[src/swm_pkg.sv]
// Shared constants and types for the sliding window maximum block.
// Used by swm_cell, swm_node and sliding_window_maximum; depends on nothing.
package swm_pkg;

   localparam int MAX_WINDOW   = 64;
   localparam int SAMPLE_WIDTH = 16;
   localparam int POS_WIDTH    = 16;
   localparam int CFG_WIDTH    = 7;

   localparam int TREE_LEVELS = (MAX_WINDOW > 1) ? $clog2(MAX_WINDOW) : 1;
   localparam int TREE_LEAVES = 1 << TREE_LEVELS;

   localparam int K_WIDTH = ($clog2(MAX_WINDOW + 1) > CFG_WIDTH) ?
                            $clog2(MAX_WINDOW + 1) : CFG_WIDTH;

   localparam int REQ_DATA_WIDTH = ((SAMPLE_WIDTH + 7) / 8) * 8;
   localparam int RSP_DATA_WIDTH = ((SAMPLE_WIDTH + POS_WIDTH + 7) / 8) * 8;

   typedef struct packed {
      logic                           alive;
      logic signed [SAMPLE_WIDTH-1:0] value;
   } cand_type;

   typedef struct packed {
      logic                 emit;
      logic [POS_WIDTH-1:0] start;
   } meta_type;

endpackage

[src/swm_node.sv]
// Registered node of the maximum tree: keeps the larger of two live candidates.
// Depends on swm_pkg.
module swm_node import swm_pkg::*; (
   input  logic     clock,
   input  logic     advance,
   input  cand_type left,
   input  cand_type right,
   output cand_type result
);

   cand_type result_ff;
   cand_type result_in;
   logic     take_left;

   assign take_left = left.alive & (~right.alive | (left.value >= right.value));

   always_comb begin
      result_in.alive = left.alive | right.alive;
      result_in.value = take_left ? left.value : right.value;
   end

   always_ff @(posedge clock) begin
      if (advance) begin
         result_ff <= result_in;
      end
   end

   assign result = result_ff;

endmodule

[config.mk]
export PLATFORM = sky130hd
export DESIGN_NAME = swm_node
export DESIGN_NICKNAME = d
export VERILOG_FILES = /design/src/swm_pkg.sv /design/src/swm_node.sv
export SDC_FILE = /design/constraint.sdc
export NUM_CORES = 1
export LEC_CHECK = 0
export BUFFER_PORTS_ARGS = -buffer_cell sky130_fd_sc_hd__buf_2
export CAP_MARGIN = 20
export CORE_MARGIN = 5
export CORE_UTILIZATION = 50
export DETAILED_ROUTE_END_ITERATION = 16
export GPL_TIMING_DRIVEN = 0
export PLACE_DENSITY = 0.89
export SLEW_MARGIN = 20
export SYNTH_ARGS = -nofsm -noshare
export SYNTH_HDL_FRONTEND = slang
export SYNTH_SLANG_ARGS = --single-unit
export TNS_END_PERCENT = 30
[constraint.sdc]
create_clock -name clock -period 6.48 [get_ports clock]
set_input_delay 0.324 -clock clock [delete_from_list [all_inputs] [get_ports clock]]
set_output_delay 0.324 -clock clock [all_outputs]
set_load 0.01 [all_outputs]
==> impl_results.md <==
- Largest area contributor in the netlist: edfxtp_1
- Number of port buffers: 52
- WS Path Type: input port to register
- Sequential cell area fraction in the yosys report: 42.4%
- Layout cell share with drive strength beyond 1: 51.3%
- Detail Route Antenna Nets: 0
- Core Footprint: 2250 sq um
- Syn-to-layout area delta: 26.7%
- Setup-failing EPs final: 0
- Fmax: between 400 and 500 MHz
- Total CTS buffers: 3
- Fin. Hold Viols: 0
- CP arrival: 2.54 ns
- Root buf cell: clkbuf_4
- Setup TNS: 0 ns
- Switching Fraction: 27.5%
- Slew headroom: 72.3%
- Ports: 53
- Clk slew on worst S/H paths: roughly 0.1 ns
- Total net switching power: 78.4 uW
- Die footprint: about 3500 sq um
- Number of global-route vias before repair: 981
- DP Wirelength: 2130 microns
- H-tree depth: 1
- Residual DRC count: 0
- Fin Hold WS: 0.315 ns
- GRT Util Overall: 16.2%
- Top cells by area, synth: edfxtp_1 42%, ha_1 17%, mux2_4 12%
- Post-synthesis cell count: 96
- CP max-delay cell: or4_4
- Outcome: finished clean
- Max reg flops: 17
- Cell Pwr Density: 187 nW/um^2
- Vias/cell: 5.13
- Syn_nets: between 100 and 150
- Final #Nets: slightly above 200
- Commonest non-fill, non-tap cell in the layout: buf_2
- Post-route setup slack: 4.00 ns
- Commonest cells after routing, fill and taps aside: 52 x buf_2, 17 x inv_1, 17 x edfxtp_1
- Post-layout util: 67.7%
- Post-cts sizing count: 0
- CP endpoint kind: register
- Die height: 59.1 microns
- Internal power: 207 uW
- Post-Place Setup Slack: 3.68 ns
- Vias: ~900
- Buffers from clock root to sink, at most: 2
- CP required: 6.53 ns
- Min Tclk post-route: 2.48 ns
- Worst setup path end: result[8]
- Unique masters post-synth: 23
- Die W: a little under 60 microns
- Synthesized cell area: 1200 sq um
- Ant diodes: 0
- Initial DRC Count: 25
- Overflow left after global routing: 0
- Pins Over Slew Limit: 0
- Worst Hold Launch: left[16]
- Placer Congestion: 0.786
- Worst path max stage delay: 0.55 ns
- RSZ-0062 raised after global routing: no
- First-pass GRT wire length: around 4200 microns
- Final Cycle Share: between 30% and 40%
- IR Drop Worst-Case VDD: 0.130 mV
- Total power: roughly 280 uW
- Worst Tran Pin Value: roughly 0.41 ns
- Synth warnings: 0
- Starting Density: 53.4%
- Hold-fix buffers at CTS: 0
- Avg Inst Size Synth: about 13 sq um
- Synth top area share: 42.4%
- Register bit total from synthesis: 17
- Comb pwr share: 31.1%
- Crit Path Max Fanout: 10
- Crit path from: right[15]
- CTS tree: built
- Clk sinks: 17
- Final wirelength: 2520 microns
- Initial antenna violation count: 0
- Max_cap viols: 0
- Crit start category: input port
- CP cell instances: buf_2, inv_1, ha_1, nand4_2, or4_4, nor2_1, o31ai_1, mux2i_4, buf_12, mux2_4
- Placement Rows: 17
- Hold Crit Class: input port to register
- Reg power frac: between 40 and 50%
- Largest net degree at the start of global routing: 18
- Leak: 0.000765 uW
- Setup bufs post-CTS: 0
- Clk network pwr share: roughly 20%
- Drt first pass iters: 4
- WL/cell: 14.0 microns
[cell usage after synthesis (all sizes together)]
library cell / instances
or3: 1
or2: 1
mux2i: 1
o21ai: 2
a21oi: 7
edfxtp: 17
mux2: 16
inv: 17
or4: 1
o22ai: 1
ha: 16
a211oi: 1
buf: 1
o211ai: 1
nand4: 3
nand2: 5
nor3: 2
nor2b: 1
nor2: 1
o31ai: 1
[worst min path at each step]
stage	end	slack, ns	cells past startpoint
after detailed placement	result[16]	0.62	2
after CTS	result[16]	0.31	2
after global routing	result[16]	0.31	2
after floorplan	result[0]	0.44	0
final	result[16]	0.31	2
after global placement	result[16]	0.61	2
[logic make-up (layout without fill, tap and decap cells)]
| family | Yosys count | after routing | share of synthesized area, % |
|---|---|---|---|
| AO/OA/AOI/OAI | 13 | 13 | 6.85 |
| adder cells (fa/ha/maj) | 16 | 16 | 16.6 |
| buffers and inverters | 18 | 74 | 6.96 |
| flip-flops | 17 | 17 | 42.4 |
| multiplexers | 17 | 17 | 19.9 |
| AND/OR/NAND/NOR | 15 | 15 | 7.27 |
[per-layer routing]
| metal | global-route usage [%] | wire length, microns |
|---|---|---|
| met5 | 0 | 0 |
| met4 | 10.0 | 81 |
| met3 | 4.14 | 223 |
| met2 | 28.4 | 1270 |
| met1 | 17.1 | 945 |
[stage by stage]
stage / cells / instance area [sq um]
after floorplan: 96 / 1200
after global placement: 176 / 1500
after detailed placement: 176 / 1500
after CTS: 180 / 1530
after global routing: 180 / 1530
final: 180 / 1530
[power by group through the flow]
stage / clock network [uW] / logic [uW] / registers [uW]
floorplan: 0 / 48.3 / 148
global placement: 0 / 86.0 / 141
detailed placement: 0 / 89.6 / 141
CTS: 59.4 / 89.9 / 139
global route: 65.1 / 97.9 / 140
finish: 57.9 / 88.6 / 138
[layout make-up]
type	instances	area [sq um]
repair buffers	52	260
clock buffers	4	26.3
multi-input cells	61	611
well taps	28	35.0
inverters	17	63.8
plain buffers	1	20.0
fillers	192	728
flip-flops and latches	17	510
[worst max-delay path: cells and delay by family]
family	cells	cell delay [ns]
AND/OR/NAND/NOR	3	0.83
buffers and inverters	3	0.33
adder cells (fa/ha/maj)	1	0.33
AO/OA/AOI/OAI	1	0.11
multiplexers	2	0.62
No activity file was read; power rests on OpenSTA's default activity.
