===== config.mk =====
export PLATFORM = sky130hd
export DESIGN_NAME = swm_cell
export DESIGN_NICKNAME = d
export VERILOG_FILES = /design/src/swm_pkg.sv /design/src/swm_cell.sv
export SDC_FILE = /design/constraint.sdc
export NUM_CORES = 1
export LEC_CHECK = 0
export BUFFER_PORTS_ARGS = -buffer_cell sky130_fd_sc_hd__buf_2
export CAP_MARGIN = 15
export CELL_PAD_IN_SITES_DETAIL_PLACEMENT = 1
export CELL_PAD_IN_SITES_GLOBAL_PLACEMENT = 1
export CORE_MARGIN = 3
export CORE_UTILIZATION = 31
export DETAILED_ROUTE_END_ITERATION = 8
export PLACE_DENSITY = 0.77
export SYNTH_ARGS = -nofsm -noshare
export SYNTH_HDL_FRONTEND = slang
export SYNTH_SLANG_ARGS = --single-unit

===== constraint.sdc =====
create_clock -name clock -period 2.5 [get_ports clock]
set_clock_uncertainty 0.2 [all_clocks]
set_input_delay 0.5 -clock clock [delete_from_list [all_inputs] [get_ports clock]]
set_output_delay 0.5 -clock clock [all_outputs]
set_load 0.02 [all_outputs]

===== src/swm_pkg.sv =====
// Shared constants and types for the sliding window maximum block.
// Used by swm_cell, swm_node and sliding_window_maximum; depends on nothing.
package swm_pkg;

   localparam int MAX_WINDOW   = 64;
   localparam int SAMPLE_WIDTH = 16;
   localparam int POS_WIDTH    = 16;
   localparam int CFG_WIDTH    = 7;

   localparam int TREE_LEVELS = (MAX_WINDOW > 1) ? $clog2(MAX_WINDOW) : 1;
   localparam int TREE_LEAVES = 1 << TREE_LEVELS;

   localparam int K_WIDTH = ($clog2(MAX_WINDOW + 1) > CFG_WIDTH) ?
                            $clog2(MAX_WINDOW + 1) : CFG_WIDTH;

   localparam int REQ_DATA_WIDTH = ((SAMPLE_WIDTH + 7) / 8) * 8;
   localparam int RSP_DATA_WIDTH = ((SAMPLE_WIDTH + POS_WIDTH + 7) / 8) * 8;

   typedef struct packed {
      logic                           alive;
      logic signed [SAMPLE_WIDTH-1:0] value;
   } cand_type;

   typedef struct packed {
      logic                 emit;
      logic [POS_WIDTH-1:0] start;
   } meta_type;

endpackage


===== src/swm_cell.sv =====
// One cell of the candidate chain: holds one past sample and its alive flag.
// Depends on swm_pkg.
module swm_cell import swm_pkg::*; (
   input  logic                           clock,
   input  logic                           reset,
   input  logic                           shift_en,
   input  logic                           clear,
   input  logic                           expire,
   input  logic signed [SAMPLE_WIDTH-1:0] sample,
   input  cand_type                       cand_in,
   output cand_type                       state
);

   logic                           alive_ff;
   logic                           alive_in;
   logic signed [SAMPLE_WIDTH-1:0] value_ff;

   // drop the neighbor's entry if it left the window, is smaller, or a new run starts
   assign alive_in = cand_in.alive & ~clear & ~expire & ~(sample > cand_in.value);

   always_ff @(posedge clock) begin
      if (reset) begin
         alive_ff <= 1'b0;
      end else if (shift_en) begin
         alive_ff <= alive_in;
      end
   end

   always_ff @(posedge clock) begin
      if (shift_en) begin
         value_ff <= cand_in.value;
      end
   end

   assign state.alive = alive_ff;
   assign state.value = value_ff;

endmodule


==> metrics.txt, run 1 <==
R2R setup slack 1.37 ns; Initial Utilization 33.4%; Reg-to-Reg End alive_ff; period utilization 84.5%; CTS tree built; fmax 474 MHz; fin crit period 2.11 ns; Die X 61.2 um; P_leak 0.672 nW; synth top area cells edfxtp_1 (51%), ha_1 (21%), inv_1 (6.3%); total number of vias 811; number of port buffers 54; WP data arrival 2.12 ns; Cell Pwr Density 496 mW/mm^2; GRT overflow 0; Slew HR 72.6%; Hold Crit Class input port to flop; status finished clean; placed cell area 0.00125 mm^2; RSZ-0062 raised after global routing false; Die Area 0.00375 mm^2; Total Neg Setup Slack 0 ns; Reg2Reg Depth 3; required time worst endpoint 2.51 ns; share of cells above drive strength 1 43.4%; CTS buffer count 3; Slowest cell on crit path or4_1; core footprint 0.00283 mm^2; Avg Inst Size Synth 12.0 um^2; Die H 61.2 um; Inst Count DP 163; most frequent cells in the layout buf_2 (54), inv_1 (16), ha_1 (16), edfxtp_1 (16), a21oi_1 (5); post-synth top area share 50.8%; Clk Latency, worst-skew pair 0.29 ns; Synth Register Bits 17; hold_sp reset; num ports 55; first-pass GRT wire length 3480 um; Row Count 19; Worst Setup SP cand_in[14]; Root Buffer Master clkbuf_4; # H-tree levels 1; Worst Setup EP alive_ff; DR DRC count 0; postcts setup bufs 0; final setup margin 0.389 ns; drt total wl 2300 um; Final ANT Viol Nets 0; cell accounting for the most synthesized area edfxtp_1; Diodes inserted 0; Synth-to-Final Area Change 34.8%; CP max stage delay 0.52 ns; CP Capture Type flop; CP delay by family, top simple AND/OR/NAND/NOR gates; Worst Path Buf+Inv 2; final-report hold violation count 0; Syn Inst Count 79; nets@finish 191; CP cell instances buf_2, inv_1, ha_1, nand4_1, nor4_1, a21boi_1, or4_1, a311oi_1; Crit Path Max Fanout 3; post-route cell area 0.00127 mm^2; Via density 4.86; wire length per cell 13.7 um; vias in the first global route 799; Iter 0 DRT Violations 12; total track usage 12.9%; max-slew violations 0; startpoint types input port; Sink Count 17; GP Congestion 0.708; R2R Path Start alive_ff; clock-pin slew on the worst setup and hold paths 0.10 ns; commonest non-fill, non-tap cell in the layout buf_2; post_cts resized 0; cts hold-fix bufs 0; Max-cap violations 0; critical path class input port to flop; count of different cell masters after synthesis 23; Synth warnings 0; worst-case clock buffer depth 2; largest net degree at the start of global routing 19; Syn Std Cell Area 946 um^2; worst vdd ir 146 uV; filler-free cell count of the finished design 167; DRT Pass-1 Iters 3; Mapped Nets 133; sequential fraction of the synthesis area 52.9%; antenna violations before repair 0; worst slack, placed 0.0563 ns; Detailed Place HPWL 1980 um; critical path depth 8; final setup fails 0; Worst-Margin Slew 0.411 ns
-- registers in the layout, indices dropped and copies added (netlist names) --
register and flops:
value_ff 16, alive_ff 1
-- where the power goes --
| group | leakage (nW) | switching (mW) | internal [mW] |
|---|---|---|---|
| clock network | 0.0177 | 0.0929 | 0.0596 |
| registers | 0.165 | 0.00429 | 0.334 |
| logic | 0.490 | 0.0808 | 0.0610 |
| total | 0.672 | 0.178 | 0.455 |
-- synthesized netlist by cell type --
master / number
buf_4: 1
o21bai_1: 1
a31oi_1: 1
nor2b_1: 2
nand4_1: 2
inv_1: 16
nor4_1: 1
edfxtp_1: 16
nand3_1: 1
nor2_1: 2
dfxtp_1: 1
a21boi_1: 1
o21ai_0: 1
a21o_1: 3
and4_1: 1
a21oi_1: 5
a311oi_1: 1
ha_1: 16
nand3b_1: 1
or4_1: 1
a21oi_2: 1
o211ai_1: 1
nand2_1: 3
-- metrics by stage --
step | power [mW] | hold WS, ns | util (%)
final | 0.633 | 0.162 | 45.1
after global routing | 0.676 | 0.144 | 45.1
after CTS | 0.642 | 0.158 | 45.1
after detailed placement | 0.490 | 0.486 | 44.1
after global placement | 0.483 | 0.477 | 44.1
after floorplan | 0.420 | 0.372 | -
-- kinds of logic after synthesis --
kind of cell | Yosys count | synth area share [%]
simple gates | 14 | 8.33
compound gates | 15 | 10.5
buf+inv | 17 | 7.14
flops | 17 | 52.9
fa+ha+maj | 16 | 21.2
-- cell type report --
cell class / count / area, um^2
Clock inverter: 1 / 5.00
Inverter: 16 / 60.1
Tap cell: 31 / 38.8
Multi-Input combinational cell: 45 / 378
Clock buffer: 3 / 22.5
Fill cell: 355 / 1550
Timing Repair Buffer: 54 / 270
Sequential cell: 17 / 500
-- worst min-delay path by stage --
stage	slack (ns)	cells after the start	to
2_1_floorplan	0.37	1	alive_ff
3_3_place_gp	0.48	2	alive_ff
3_5_place_dp	0.49	2	alive_ff
4_1_cts	0.16	2	alive_ff
5_1_grt	0.14	2	alive_ff
6_report	0.16	2	alive_ff
-- layer usage --
| layer | up-vias | track usage, % | wire (um) |
|---|---|---|---|
| met4 | 0 | 7.43 | 42 |
| met1 | 376 | 15.1 | 928 |
| met2 | 34 | 21.5 | 1140 |
| met3 | 4 | 2.94 | 186 |
| li1 | 397 | - | - |
| met5 | - | 0 | 0 |
Note: power is estimated with default switching activity, not from simulation.
==> run 2, diff against run 1 <==
Clock period 2.5 ns to 2.1 ns, I/O delays scaled along.
==> metrics.txt, run 2 (same netlist as run 1, synthesis figures left out) <==
Synth-to-Final Area Change 40.2%; final core occ 46.9% (+1.8 points); Cell Pwr Density 576 mW/mm^2 (+16%); Root Buffer Master clkbuf_4; GRT overflow 0 (unchanged); final setup fails 0 (unchanged); placed cell area 0.00128 mm^2 (+2.4%); Worst-Margin Slew 0.411 ns (+0.000212 ns); worst-case clock buffer depth 2 (unchanged); fmax 498 MHz; core footprint 0.00283 mm^2 (unchanged); worst hold slack 0.0931 ns (-0.0686 ns); post-route cell area 0.00133 mm^2 (+4.0%); status finished clean; vias in the first global route 863 (+8.0%); multi-input logic area 400 um^2 (+6.0%); max-slew violations 0 (unchanged); Crit Path Max Fanout 3 (unchanged); number of flip-flops under the largest register name 16 (unchanged); nets@finish 195 (+2.1%); drt total wl 2460 um (+6.9%); Initial Utilization 33.4% (unchanged); Die H 61.2 um (unchanged); DRT Pass-1 Iters 4 (+1); fin crit period 2.01 ns; commonest non-fill, non-tap cell in the layout buf_2; WP data arrival 2.01 ns (-0.11 ns); Row Count 19 (unchanged); first-pass GRT wire length 3640 um (+4.4%); Final ANT Viol Nets 0 (unchanged); CTS tree built; postcts setup bufs 0 (unchanged); Max-cap violations 0 (unchanged); num ports 55 (unchanged); worst vdd ir 146 uV (+0.26%); number of port buffers 54 (unchanged); Clk Latency, worst-skew pair 0.28 ns (about the same); Reg with most FFs value_ff; top flop regs value_ff: 16 flops, alive_ff: 1 flops; cts hold-fix bufs 0 (unchanged); final setup margin 0.0905 ns (-0.298 ns); required time worst endpoint 2.10 ns (-0.41 ns); Detailed Place HPWL 2020 um (+2.0%); GP Congestion 0.720 (+1.8%); most frequent cells in the layout buf_2 (54), inv_1 (16), edfxtp_1 (16); total number of vias 829 (+2.2%); antenna violations before repair 0 (unchanged); DR DRC count 0 (unchanged); Sink Count 17 (unchanged); CP Capture Type flop; Iter 0 DRT Violations 20 (+8); Register Area 500 um^2 (unchanged); largest net degree at the start of global routing 19 (unchanged); Die X 61.2 um (unchanged); fill count 338 (-4.8%); clock-pin slew on the worst setup and hold paths 0.10 ns (about the same); Hold Crit Class input port to flop; worst slack, placed -0.249 ns (-0.305 ns); Die Area 0.00375 mm^2 (unchanged); P_leak 0.688 nW (+2.4%); share of cells above drive strength 1 46.4% (+3.0 points); # H-tree levels 1 (unchanged); period utilization 95.7%; Diodes inserted 0 (unchanged); Total Neg Setup Slack 0 ns (unchanged); critical path class input port to flop; total track usage 13.1% (+0.21 points); Via density 4.85 (-0.17%); startpoint types input port; wire length per cell 14.4 um (+4.4%); Slew HR 72.6% (about the same); CTS buffer count 3 (unchanged); final-report hold violation count 0 (unchanged)
[run 2: layout make-up]
| type | count | area share (%) |
|---|---|---|
| repair buffers | 58 | 22.6 |
| inverters | 16 | 4.53 |
| multi-input cells | 45 | 30.2 |
| clock buffers | 4 | 1.98 |
| flip-flops and latches | 17 | 37.7 |
| well taps | 31 | 2.92 |
[run 2: report_power, final]
| group | total (mW) | switching [mW] | internal (mW) |
|---|---|---|---|
| sequential | 0.403 | 0.00488 | 0.398 |
| combinational | 0.187 | 0.103 | 0.0835 |
| clock | 0.175 | 0.101 | 0.0737 |
| total | 0.764 | 0.209 | 0.555 |
[run 2: final timing paths]
check | cells past startpoint | slack, ns | from | to
hold reg to reg | 3 | 0.50 | alive_ff | alive_ff
setup reg to reg | 3 | 0.97 | alive_ff | alive_ff
setup / recovery | 8 | 0.09 | cand_in[14] | alive_ff
hold / removal | 2 | 0.09 | reset | alive_ff
[run 2: layer usage]
| metal | GRT usage [%] | share of wire (%) | vias up |
|---|---|---|---|
| li1 | - | - | 406 |
| met1 | 14.0 | 37 | 387 |
| met2 | 25.1 | 54 | 32 |
| met3 | 1.89 | 6.9 | 4 |
| met4 | 5.57 | 1.8 | 0 |
| met5 | 0 | 0 | - |
[run 2: per-stage QoR]
step	power [mW]	cells
after floorplan	0.500	79
after global placement	0.584	167
after detailed placement	0.592	167
after CTS	0.765	171
after global routing	0.810	171
final	0.764	171
[run 2: worst max-delay path, stage by stage]
cell and delay, ns:
buf_2 0.09, inv_1 0.04, ha_1 0.28, nand4_1 0.18
nor2_1 0.08, a21o_1 0.17, or4_1 0.50, a311oi_1 0.26
[run 2: what timing repair did]
item | in CTS | in global routing
gates resized for setup | 0 | 3
hold endpoints to repair | 0 | 0
setup endpoints to repair | 0 | 1
